File: src/design/otb_pkg.sv
// Shared types, constants and helper functions for the ordered software timer bank.
// Used by otb_cell, ordered_software_timer_bank and otb_checker; depends on nothing.
`timescale 1ns / 1ps
`default_nettype none

package otb_pkg;

    // Bank size and derived widths
    localparam int TIMER_SLOTS  = 16;
    localparam int HANDLE_W     = 4;
    localparam int HANDLE_SPACE = 1 << HANDLE_W;
    localparam int HANDLE_LIMIT = (TIMER_SLOTS < HANDLE_SPACE) ? TIMER_SLOTS : HANDLE_SPACE;
    localparam int COUNT_W      = $clog2(TIMER_SLOTS + 1);

    // Field widths
    localparam int CMD_W      = 2;
    localparam int INTERVAL_W = 32;
    localparam int TIME_W     = 48;
    localparam int STATUS_W   = 3;
    localparam int CFG_W      = 16;
    localparam int CFG_IDX_W  = 1;

    // Input tdata layout, lowest bit first
    localparam int IN_CMD_LSB      = 0;
    localparam int IN_HANDLE_LSB   = IN_CMD_LSB + CMD_W;
    localparam int IN_INTERVAL_LSB = IN_HANDLE_LSB + HANDLE_W;
    localparam int IN_ONE_SHOT_LSB = IN_INTERVAL_LSB + INTERVAL_W;
    localparam int IN_NOW_LSB      = IN_ONE_SHOT_LSB + 1;
    localparam int IN_BITS         = IN_NOW_LSB + TIME_W;
    localparam int IN_TDATA_W      = ((IN_BITS + 7) / 8) * 8;

    // Output tdata layout, lowest bit first
    localparam int OUT_STATUS_LSB = 0;
    localparam int OUT_FIRED_LSB  = OUT_STATUS_LSB + STATUS_W;
    localparam int OUT_HANDLE_LSB = OUT_FIRED_LSB + 1;
    localparam int OUT_BITS       = OUT_HANDLE_LSB + HANDLE_W;
    localparam int OUT_TDATA_W    = ((OUT_BITS + 7) / 8) * 8;

    localparam logic [CFG_W-1:0] MIN_INTERVAL_RESET = CFG_W'(50);

    // Configuration register indexes
    localparam logic [CFG_IDX_W-1:0] REG_HALTED       = 1'b0;
    localparam logic [CFG_IDX_W-1:0] REG_MIN_INTERVAL = 1'b1;

    typedef enum logic [CMD_W-1:0] {
        CMD_ADD    = 2'd0,
        CMD_DELETE = 2'd1,
        CMD_SCAN   = 2'd2
    } otb_cmd_t;

    typedef enum logic [STATUS_W-1:0] {
        STATUS_DONE    = 3'd0,
        STATUS_FULL    = 3'd1,
        STATUS_HALTED  = 3'd2,
        STATUS_NONE    = 3'd3,
        STATUS_UNKNOWN = 3'd4
    } otb_status_t;

    typedef enum logic [1:0] {
        FSM_IDLE,
        FSM_EVAL,
        FSM_APPLY
    } otb_fsm_t;

    // Contents of one timer cell
    typedef struct packed {
        logic [HANDLE_W-1:0]   handle;
        logic                  armed;
        logic                  one_shot;
        logic [INTERVAL_W-1:0] interval;
        logic [TIME_W-1:0]     deadline;
    } otb_entry_t;

    // Commands from the sequencer to one cell
    typedef struct packed {
        logic eval;
        logic load;
        logic shift;
        logic fire;
    } otb_cell_ctrl_t;

    // Registered findings of one cell
    typedef struct packed {
        logic hit;
        logic match;
    } otb_cell_stat_t;

    // Deadline now plus interval, saturated at the top of the time range.
    function automatic logic [TIME_W-1:0] sat_deadline(input logic [TIME_W-1:0] now,
                                                       input logic [INTERVAL_W-1:0] iv);
        logic [TIME_W:0] sum;
        sum = {1'b0, now} + {{(TIME_W + 1 - INTERVAL_W){1'b0}}, iv};
        return sum[TIME_W] ? {TIME_W{1'b1}} : sum[TIME_W-1:0];
    endfunction

endpackage

`default_nettype wire

File: src/design/otb_cell.sv
// One timer cell of the bank: holds an entry, evaluates it and shifts from its neighbour.
// Depends on otb_pkg.
`timescale 1ns / 1ps
`default_nettype none

module otb_cell (
    input  wire logic                           aclk,
    input  wire logic                           aresetn,
    input  wire otb_pkg::otb_cell_ctrl_t        ctrl,
    input  wire logic [otb_pkg::TIME_W-1:0]     now_ms,
    input  wire logic [otb_pkg::HANDLE_W-1:0]   del_handle,
    input  wire otb_pkg::otb_entry_t            new_entry,
    input  wire logic                           nb_valid,
    input  wire otb_pkg::otb_entry_t            nb_entry,
    output logic                                valid,
    output otb_pkg::otb_entry_t                 entry,
    output otb_pkg::otb_cell_stat_t             stat
);

    logic                           valid_reg;
    otb_pkg::otb_entry_t            entry_reg;
    otb_pkg::otb_cell_stat_t        stat_reg;
    logic [otb_pkg::TIME_W-1:0]     renew_reg;

    // Occupancy and evaluation flags
    always_ff @(posedge aclk) begin
        if (!aresetn) begin
            valid_reg <= 1'b0;
            stat_reg  <= '0;
        end else begin
            if (ctrl.shift) begin
                valid_reg <= nb_valid;
            end else if (ctrl.load) begin
                valid_reg <= 1'b1;
            end
            if (ctrl.eval) begin
                stat_reg.hit   <= valid_reg && entry_reg.armed && (now_ms >= entry_reg.deadline);
                stat_reg.match <= valid_reg && (entry_reg.handle == del_handle);
            end
        end
    end

    // Entry contents: shift from the neighbour, load a new entry, or fire
    always_ff @(posedge aclk) begin
        if (ctrl.eval) begin
            renew_reg <= otb_pkg::sat_deadline(now_ms, entry_reg.interval);
        end
        priority if (ctrl.shift) begin
            entry_reg <= nb_entry;
        end else if (ctrl.load) begin
            entry_reg <= new_entry;
        end else if (ctrl.fire) begin
            if (entry_reg.one_shot) begin
                entry_reg.armed <= 1'b0;
            end else begin
                entry_reg.deadline <= renew_reg;
            end
        end
    end

    assign valid = valid_reg;
    assign entry = entry_reg;
    assign stat  = stat_reg;

endmodule

`default_nettype wire

File: config.mk
export PLATFORM = sky130hd
export DESIGN_NAME = otb_cell
export DESIGN_NICKNAME = d
export VERILOG_FILES = /design/src/design/otb_pkg.sv /design/src/design/otb_cell.sv
export SDC_FILE = /design/constraint.sdc
export NUM_CORES = 1
export LEC_CHECK = 0
export BUFFER_PORTS_ARGS = -buffer_cell sky130_fd_sc_hd__buf_2
export CORE_MARGIN = 3
export CORE_UTILIZATION = 51
export CTS_CLUSTER_SIZE = 10
export DETAILED_ROUTE_END_ITERATION = 8
export PLACE_DENSITY = 0.84
export SLEW_MARGIN = 20
export SYNTH_ARGS = -nofsm -noshare
export SYNTH_HDL_FRONTEND = slang
export SYNTH_SLANG_ARGS = --single-unit
File: constraint.sdc
create_clock -name aclk -period 3.63 [get_ports aclk]
set_clock_uncertainty 0.1 [all_clocks]
set_input_delay 0.363 -clock aclk [delete_from_list [all_inputs] [get_ports aclk]]
set_output_delay 0.363 -clock aclk [all_outputs]
set_load 0.03 [all_outputs]
==> results of run 1 <==
## kinds of logic (layout without fill, tap and decap cells)
kind of cell / count (synthesis) / after routing / share of synthesized area
AND/OR/NAND/NOR: 227 / 227 / 0.115
AO/OA/AOI/OAI: 217 / 217 / 0.151
flip-flops: 137 / 137 / 0.446
buffers and inverters: 94 / 419 / 0.0415
multiplexers: 86 / 86 / 0.0992
adder cells (fa/ha/maj): 81 / 81 / 0.112
XOR/XNOR: 37 / 37 / 0.0354
other: 0 / 2 / 0
## area by class of cell
type / count / area [um2] / area share
inverters: 58 / 218 / 0.0187
well taps: 225 / 282 / 0.0242
diodes: 2 / 5.00 / 0.000431
multi-input cells: 648 / 4710 / 0.405
flip-flops and latches: 137 / 4080 / 0.352
clock inverters: 14 / 203 / 0.0175
clock buffers: 18 / 429 / 0.0369
repair buffers: 329 / 1690 / 0.145
## critical path, stage by stage, from the launching register on
cell and delay (ps):
edfxtp_1 390, ha_1 230, fa_1 420, a21oi_2 190
o21ai_2 90, a221oi_2 320, o21ai_2 100, a311o_1 310
and2_4 160, a211o_1 300, buf_4 220, a41oi_1 240
a21oi_1 70
## power by group
group	switching (mW)	internal (mW)
logic	0.978	0.621
clock network	0.675	1.21
registers	0.122	2.01
total	1.77	3.84
## stage by stage
stage | area, um2 | power (mW) | hold slack [ps] | util
4_1_cts | 11600 | 5.62 | 86.4 | 0.667
2_1_floorplan | 9160 | 3.19 | 375 | -
6_report | 11600 | 5.62 | 100 | 0.667
3_3_place_gp | 11000 | 3.69 | 347 | 0.630
5_1_grt | 11600 | 5.86 | 103 | 0.667
3_5_place_dp | 11000 | 3.74 | 366 | 0.630
## synth_stat cells (6+ instances only)
library cell / instances
buf_1: 7
nor3_1: 6
nor2b_1: 6
clkbuf_1: 19
mux2_2: 38
a31oi_1: 14
mux2i_1: 48
and3_1: 6
ha_1: 80
edfxtp_1: 134
a21o_1: 33
buf_2: 7
nand2_1: 112
nor2_1: 38
a21oi_1: 44
nand4_1: 19
o21ai_0: 83
nand3_1: 11
xor2_1: 18
xnor2_1: 19
inv_1: 58
## layer usage
layer / part of all wire / wire [um] / up-vias
met5: 0.00054 / 15 / -
li1: - / - / 3860
met3: 0.082 / 2250 / 66
met1: 0.40 / 11000 / 3969
met2: 0.49 / 13500 / 431
met4: 0.031 / 856 / 2
## worst min-delay path by stage
stage,startpoint,endpoint,slack (ps),cells past startpoint
finish,nb_valid,valid,100,3
CTS,nb_valid,valid,90,3
global route,nb_valid,valid,100,3
detailed placement,stat[0],stat[0],370,2
global placement,stat[0],stat[0],350,2
floorplan,ctrl[3],renew_reg[0],380,0
==> flow_summary.toml, run 1 <==
[yosys]
synth_flop_cell = "edfxtp_1"
syn_inst = 879
yosysTopAreaCell = "edfxtp_1"
seq_area_frac_synth = 0.446
synth_area_leaders = "edfxtp_1 (44%), ha_1 (11%), mux2i_1 (5.2%)"
synthArstFlopShare = 0
synth_edf_count = 134
synth_top_area_share = 0.439
yosys_warnings = 0
synthesis.nets = 1191
ys_ff_latch = 137
synth_cell_type_count = 66
syn_area_um2 = 9160
syn_avg_cell_area_um2 = 10.4

[cells_and_area]
area_growth_pct = 26.9
filler_cell_count = 1336
final_cell_mix = "buf_2 (318), edfxtp_1 (134), nand2_1 (112)"
drive_gt1_frac = 0.348
nets = 1503
largest_register_ffs = 86
final_common_cell = "buf_2"
fin_cells = 1431

[die]
rows = 48
start_util = 0.526
pin_count = 320
die-area_um2 = 19600
die_w_um = 140
core_area_um2 = 17400
dieHeight_um = 140

[timing]
setup_ws_ps = 245
finalCriticalPeriod_ps = 3390
setup_tns_ps = 0
final-setup-viol-count = 0
min_period_over_period = 0.933
max_freq_mhz = 295
hold_viol = 0
slew_headroom = 0.372
slew_violations = 0
worstMarginPinSlew_ps = 942
grt_setup_unrepaired = "no"

[global_route]
grt_max_degree = 75
overflow = 0
track_usage = 0.276
grt_util_met3 = 0.0611
antenna_found_initial = 2
use_met1 = 0.351
grt_pass1_vias = 8200
grt_pass1_wl_um = 42700
busiest_layer = "met2"
use_met2 = 0.460

[clock_tree]
clkLatencyLatePin_ps = 420
clock_sinks = 137
root_buffer = "clkbuf_16"
cts_setup_buffers = 0
cts_buffers = 17
cts_tree = "yes"
cts_resized = 0
cts_hold_buf = 0
clk_path_buf_depth = 2
cts_max_level = 4
cts.clk_slew.worst_paths_ps = 60

[setup_path]
r2r_cells = 12
crit_type = "reg2reg"
cp-startpoint = "entry[48]"
arrival_ps = 3450
crit_path_end = "renew_reg[42]"
r2r_start = "entry[48]"
rr_endpoint = "renew_reg[42]"
crit_fanout = 14
end_kind = "register"
reg2reg_setup_slack_ps = 240
cp.required_ps = 3700
cp-start-kind = "register"

[outcome]
run_status = "finished, final reports clean"

[power]
powerDensity_nw_per_um2 = 484
peakVddDrop_v = 0.000338
p_leak_nw = 5.50

[place]
port_buffers = 319
gp_congestion = 0.935
dp.cells = 1397
hpwl_um = 21400
place_ws_ps = 179

[drt]
drc = 0
dr.pass1.iters = 5
drtIter0Drc = 730
routed_via_density = 5.82
ant_nets = 0
num_vias = 8328
routed_wl_um = 27600
wire_per_inst_um = 19.3

[run]
maxCapViolations = 0

[hold_path]
worstHoldPathType = "in2reg"
Note: power is estimated with default switching activity, not from simulation.
==> run 2, diff against run 1 <==
Settings changed: RECOVER_POWER from default to 50.
==> run 2 against run 1 <==
Effect of this change:
- the flow now finishes with violations (max-capacitance violations, max-slew violations)
- combinational power hardly changed
- cell count stayed put
- via count is 0.54% lower
- sequential power hardly changed
- global-route usage stayed put
- worst setup slack worse by 9.3 ps
- clock-buffer cell count stayed put
- wire length hardly changed
- cell area is 0.94% lower
- non-clock buffer count stayed put
- flip-flop and latch count stayed put
- first-iteration DRC count is 7.0% higher
- largest power group unchanged
==> flow_summary.toml, run 2 (synthesized netlist as in run 1, its figures left out) <==
[clock_tree]
cts.clk_slew.worst_paths_ps = 60
cts_max_level = 4
cts_tree = "yes"
cts_hold_buf = 0
cts_buffers = 17
clock_sinks = 137
cts_setup_buffers = 0
root_buffer = "clkbuf_16"
cts_resized = 0
clkLatencyLatePin_ps = 420
clk_path_buf_depth = 2

[setup_path]
arrival_ps = 3460
end_kind = "register"
cpPeakStageDelay_ps = 420
cpMostUsedCell = "o21ai_2"
cp.required_ps = 3700
cp-start-kind = "register"
crit_type = "reg2reg"
crit_fanout = 14
r2r_cells = 12
crit_path_cell_trace = "ha_1, fa_1, a21oi_2, o21ai_2, a221oi_2, o21ai_2, a311o_1, and2_4, a211o_1, buf_4, a41oi_1, a21oi_1"
slowest_stage = "fa_1"

[die]
dieHeight_um = 140
die_w_um = 140
start_util = 0.526
core_area_um2 = 17400
die-area_um2 = 19600
rows = 48
pin_count = 320

[timing]
slew_headroom = -0.721
max_freq_mhz = 295
whs_ps = 99.0
worstMarginPinSlew_ps = 2580
final-setup-viol-count = 0
setup_tns_ps = 0
grt_setup_unrepaired = "no"
min_period_over_period = 0.935
slew_violations = 221
finalCriticalPeriod_ps = 3390
hold_viol = 0

[global_route]
grt_pass1_wl_um = 42700
antenna_found_initial = 2
overflow = 0
track_usage = 0.276
grt_max_degree = 75
grt_pass1_vias = 8200

[cells_and_area]
final_common_cell = "buf_2"
largest_register_ffs = 86
area_growth_pct = 25.7
fin_cells = 1431
drive_gt1_frac = 0.282
final_cell_mix = "buf_2 (245), edfxtp_1 (134), nand2_1 (112)"
final_util = 0.661
nets = 1503

[outcome]
violations = "max-capacitance violations, max-slew violations"
run_status = "finished, violations left"

[place]
hpwl_um = 21400
port_buffers = 319
gp_congestion = 0.935
dp.cells = 1397

[drt]
drc = 0
drtIter0Drc = 781
wire_per_inst_um = 19.3
num_vias = 8283
routed_wl_um = 27600
ant_nets = 0
routed_via_density = 5.79
dr.pass1.iters = 5

[power]
powerDensity_nw_per_um2 = 487
p_leak_nw = 5.27
peakVddDrop_v = 0.000339

[run]
maxCapViolations = 4

[hold_path]
worstHoldPathType = "in2reg"
hold_depth = 3
-- run 2: worst paths after layout --
path	startpoint	end	slack [ps]
worst min-delay path	nb_valid	valid	100
worst min register to register	stat[0]	stat[0]	380
worst max register to register	entry[48]	renew_reg[42]	240
worst max-delay path	entry[48]	renew_reg[42]	240
-- run 2: area by class of cell --
type                    count  area [um2]
well taps                 225         282
multi-input cells         648        4710
clock inverters            14         203
fillers                  1373        5910
diodes                      2        5.00
inverters                  58         218
flip-flops and latches    137        4080
clock buffers              18         429
repair buffers            329        1580
-- run 2: critical path, delay by kind of cell, from the launching register on --
family	cells	cell delay, ps
AO/OA/AOI/OAI	8	1620
adder cells (fa/ha/maj)	2	650
buffers and inverters	1	220
flip-flops	1	390
AND/OR/NAND/NOR	1	160
-- run 2: routing by layer --
| layer | wire (um) | track usage | up-vias | share of wire |
|---|---|---|---|---|
| li1 | - | - | 3854 | - |
| met1 | 11000 | 0.351 | 3935 | 0.40 |
| met2 | 13500 | 0.460 | 424 | 0.49 |
| met3 | 2220 | 0.0611 | 68 | 0.080 |
| met4 | 888 | 0.109 | 2 | 0.032 |
| met5 | 15 | 0 | - | 0.00054 |
-- run 2: per-stage QoR --
stage,setup WS [ps],power [mW],cell area (um2)
after CTS,241,5.62,11600
after floorplan,190,3.19,9160
after detailed placement,179,3.74,11000
final,235,5.60,11500
after global routing,69.0,5.84,11500
after global placement,187,3.69,11000
-- run 2: power breakdown --
part / switching [mW] / internal [mW]
clock network: 0.677 / 1.21
registers: 0.125 / 2.02
logic: 0.976 / 0.596
total: 1.78 / 3.82
==> run 3, diff against run 2 <==
Settings changed: CORE_ASPECT_RATIO from default to 2.
Clock period 3.63 ns to 3.9 ns, I/O delays scaled along.
==> run 3 against run 2 <==
Effect of this change:
- the run still ends with max-capacitance violations, max-slew violations left
- wire length shrank 0.32%
- core utilization shrank 0.45 points
- clock power fell by 19%
- clock-buffer cell count is 2 higher
- combinational power decreased by 6%
- worst hold slack improved by 17 ps
- global-route usage rose by 0.28 points
- power is 11% lower
- maximum frequency decreased by 6.9%
- via count is 2.5% lower
- largest cell class unchanged
- highest routed layer is now met4
==> flow_summary.toml, run 3 (synthesized netlist as in run 1, its figures left out) <==
[outcome]
run_status = "finished, violations left"
violations = "max-capacitance violations, max-slew violations"

[cells_and_area]
filler_cell_count = 1441
largest_register_ffs = 86
drive_gt1_frac = 0.316
area_growth_pct = 25.0
final_cell_mix = "buf_2 (284), edfxtp_1 (134), nand2_1 (111)"
n_antenna_cell = 0
final_common_cell = "buf_2"
nets = 1504
fin_cells = 1413
fin_area_um2 = 11400
final_util = 0.656

[timing]
max_freq_mhz = 274
setup_tns_ps = 0
min_period_over_period = 0.935
slew_violations = 230
worstMarginPinSlew_ps = 2620
final-setup-viol-count = 0
finalCriticalPeriod_ps = 3650
slew_headroom = -0.746
grt_setup_unrepaired = "no"
hold_viol = 0

[hold_path]
hold_depth = 3
min_to = "valid"
hp-start = "nb_valid"
worstHoldPathType = "in2reg"

[place]
gp_congestion = 0.934
placed_area_um2 = 11000
hpwl_um = 21600
port_buffers = 319
dp.cells = 1383

[die]
die-area_um2 = 19700
pin_count = 320
rows = 68
dieHeight_um = 195
core_area_um2 = 17400
die_w_um = 101
start_util = 0.525

[global_route]
antenna_found_initial = 0
grt_max_degree = 138
track_usage = 0.279
grt_pass1_wl_um = 42400
overflow = 0
grt_pass1_vias = 8706

[clock_tree]
cts.clk_slew.worst_paths_ps = 60
clkLatencyLatePin_ps = 420
cts_buffers = 17
root_buffer = "clkbuf_16"
cts_tree = "yes"
clock_sinks = 137
clk_path_buf_depth = 2
cts_setup_buffers = 0
cts_max_level = 4

[power]
peakVddDrop_v = 0.000283
powerDensity_nw_per_um2 = 437
p_leak_nw = 5.35

[setup_path]
path_buf_inv = 0
rr_endpoint = "renew_reg[46]"
cpPeakStageDelay_ps = 440
crit_type = "reg2reg"
cp-start-kind = "register"
cpMostUsedCell = "o21ai_2"
r2r_cells = 11
crit_fanout = 13
arrival_ps = 3720
reg2reg_setup_slack_ps = 250
slowest_stage = "a211o_1"
cp.required_ps = 3970
crit_path_cell_trace = "ha_1, fa_1, a21oi_2, o21ai_2, a221oi_2, o21ai_2, a311o_1, and2_4, a211o_1, nand3_1, mux2_2"
r2r_start = "entry[48]"
path_delay_family = "compound AO/OA/AOI/OAI gates"
cp-startpoint = "entry[48]"
end_kind = "register"

[drt]
dr.pass1.iters = 7
wire_per_inst_um = 19.5
ant_nets = 0
drc = 0
routed_via_density = 5.72
routed_wl_um = 27500
num_vias = 8080
drtIter0Drc = 312

[run]
maxCapViolations = 4
==> run 3: through the flow <==
step / hold WS [ps] / power [mW] / setup WS (ps)
final: 116 / 5.00 / 253
after global routing: 151 / 5.24 / 84.2
after CTS: 106 / 5.01 / 185
after global placement: 340 / 3.43 / 134
after floorplan: 402 / 2.97 / 460
after detailed placement: 348 / 3.47 / 69.9
==> run 3: where the power goes <==
part	internal [mW]	total [mW]	leakage [nW]	switching, mW
Clock	0.926	1.54	0.267	0.618
Combinational	0.570	1.47	3.70	0.901
Sequential	1.87	1.98	1.39	0.107
==> run 3: routing by layer <==
layer	up-vias	global-route usage	wire length (um)
met5	-	0	0
met4	0	0.152	1400
met3	98	0.0501	1780
met2	377	0.520	15200
met1	3760	0.281	9130
li1	3845	-	-
==> run 3: worst max path at each step <==
stage	endpoint	slack, ps	depth (start not counted)
after floorplan	renew_reg[46]	460	11
after global placement	renew_reg[41]	130	12
after detailed placement	renew_reg[41]	70	12
after CTS	renew_reg[47]	190	11
after global routing	renew_reg[46]	80	11
final	renew_reg[46]	250	11
==> run 3: cell type report <==
type                            count  area [um2]  share of cell area
Tap cell                          210         263              0.0230
Clock inverter                     10         105             0.00918
Clock buffer                       20         437              0.0382
Sequential cell                   137        4080               0.357
Timing Repair Buffer              330        1630               0.142
Multi-Input combinational cell    648        4710               0.412
Inverter                           58         218              0.0190
==> run 3: repair_timing <==
action                     in CTS  in global routing
hold buffers                    0                  0
setup endpoints to repair       0                  5
resized for setup               0                  1
==> run 3: tightest hold or removal path, cell delays in order <==
cell and delay, ps:
buf_2 80, a21oi_1 60, nor2_1 70
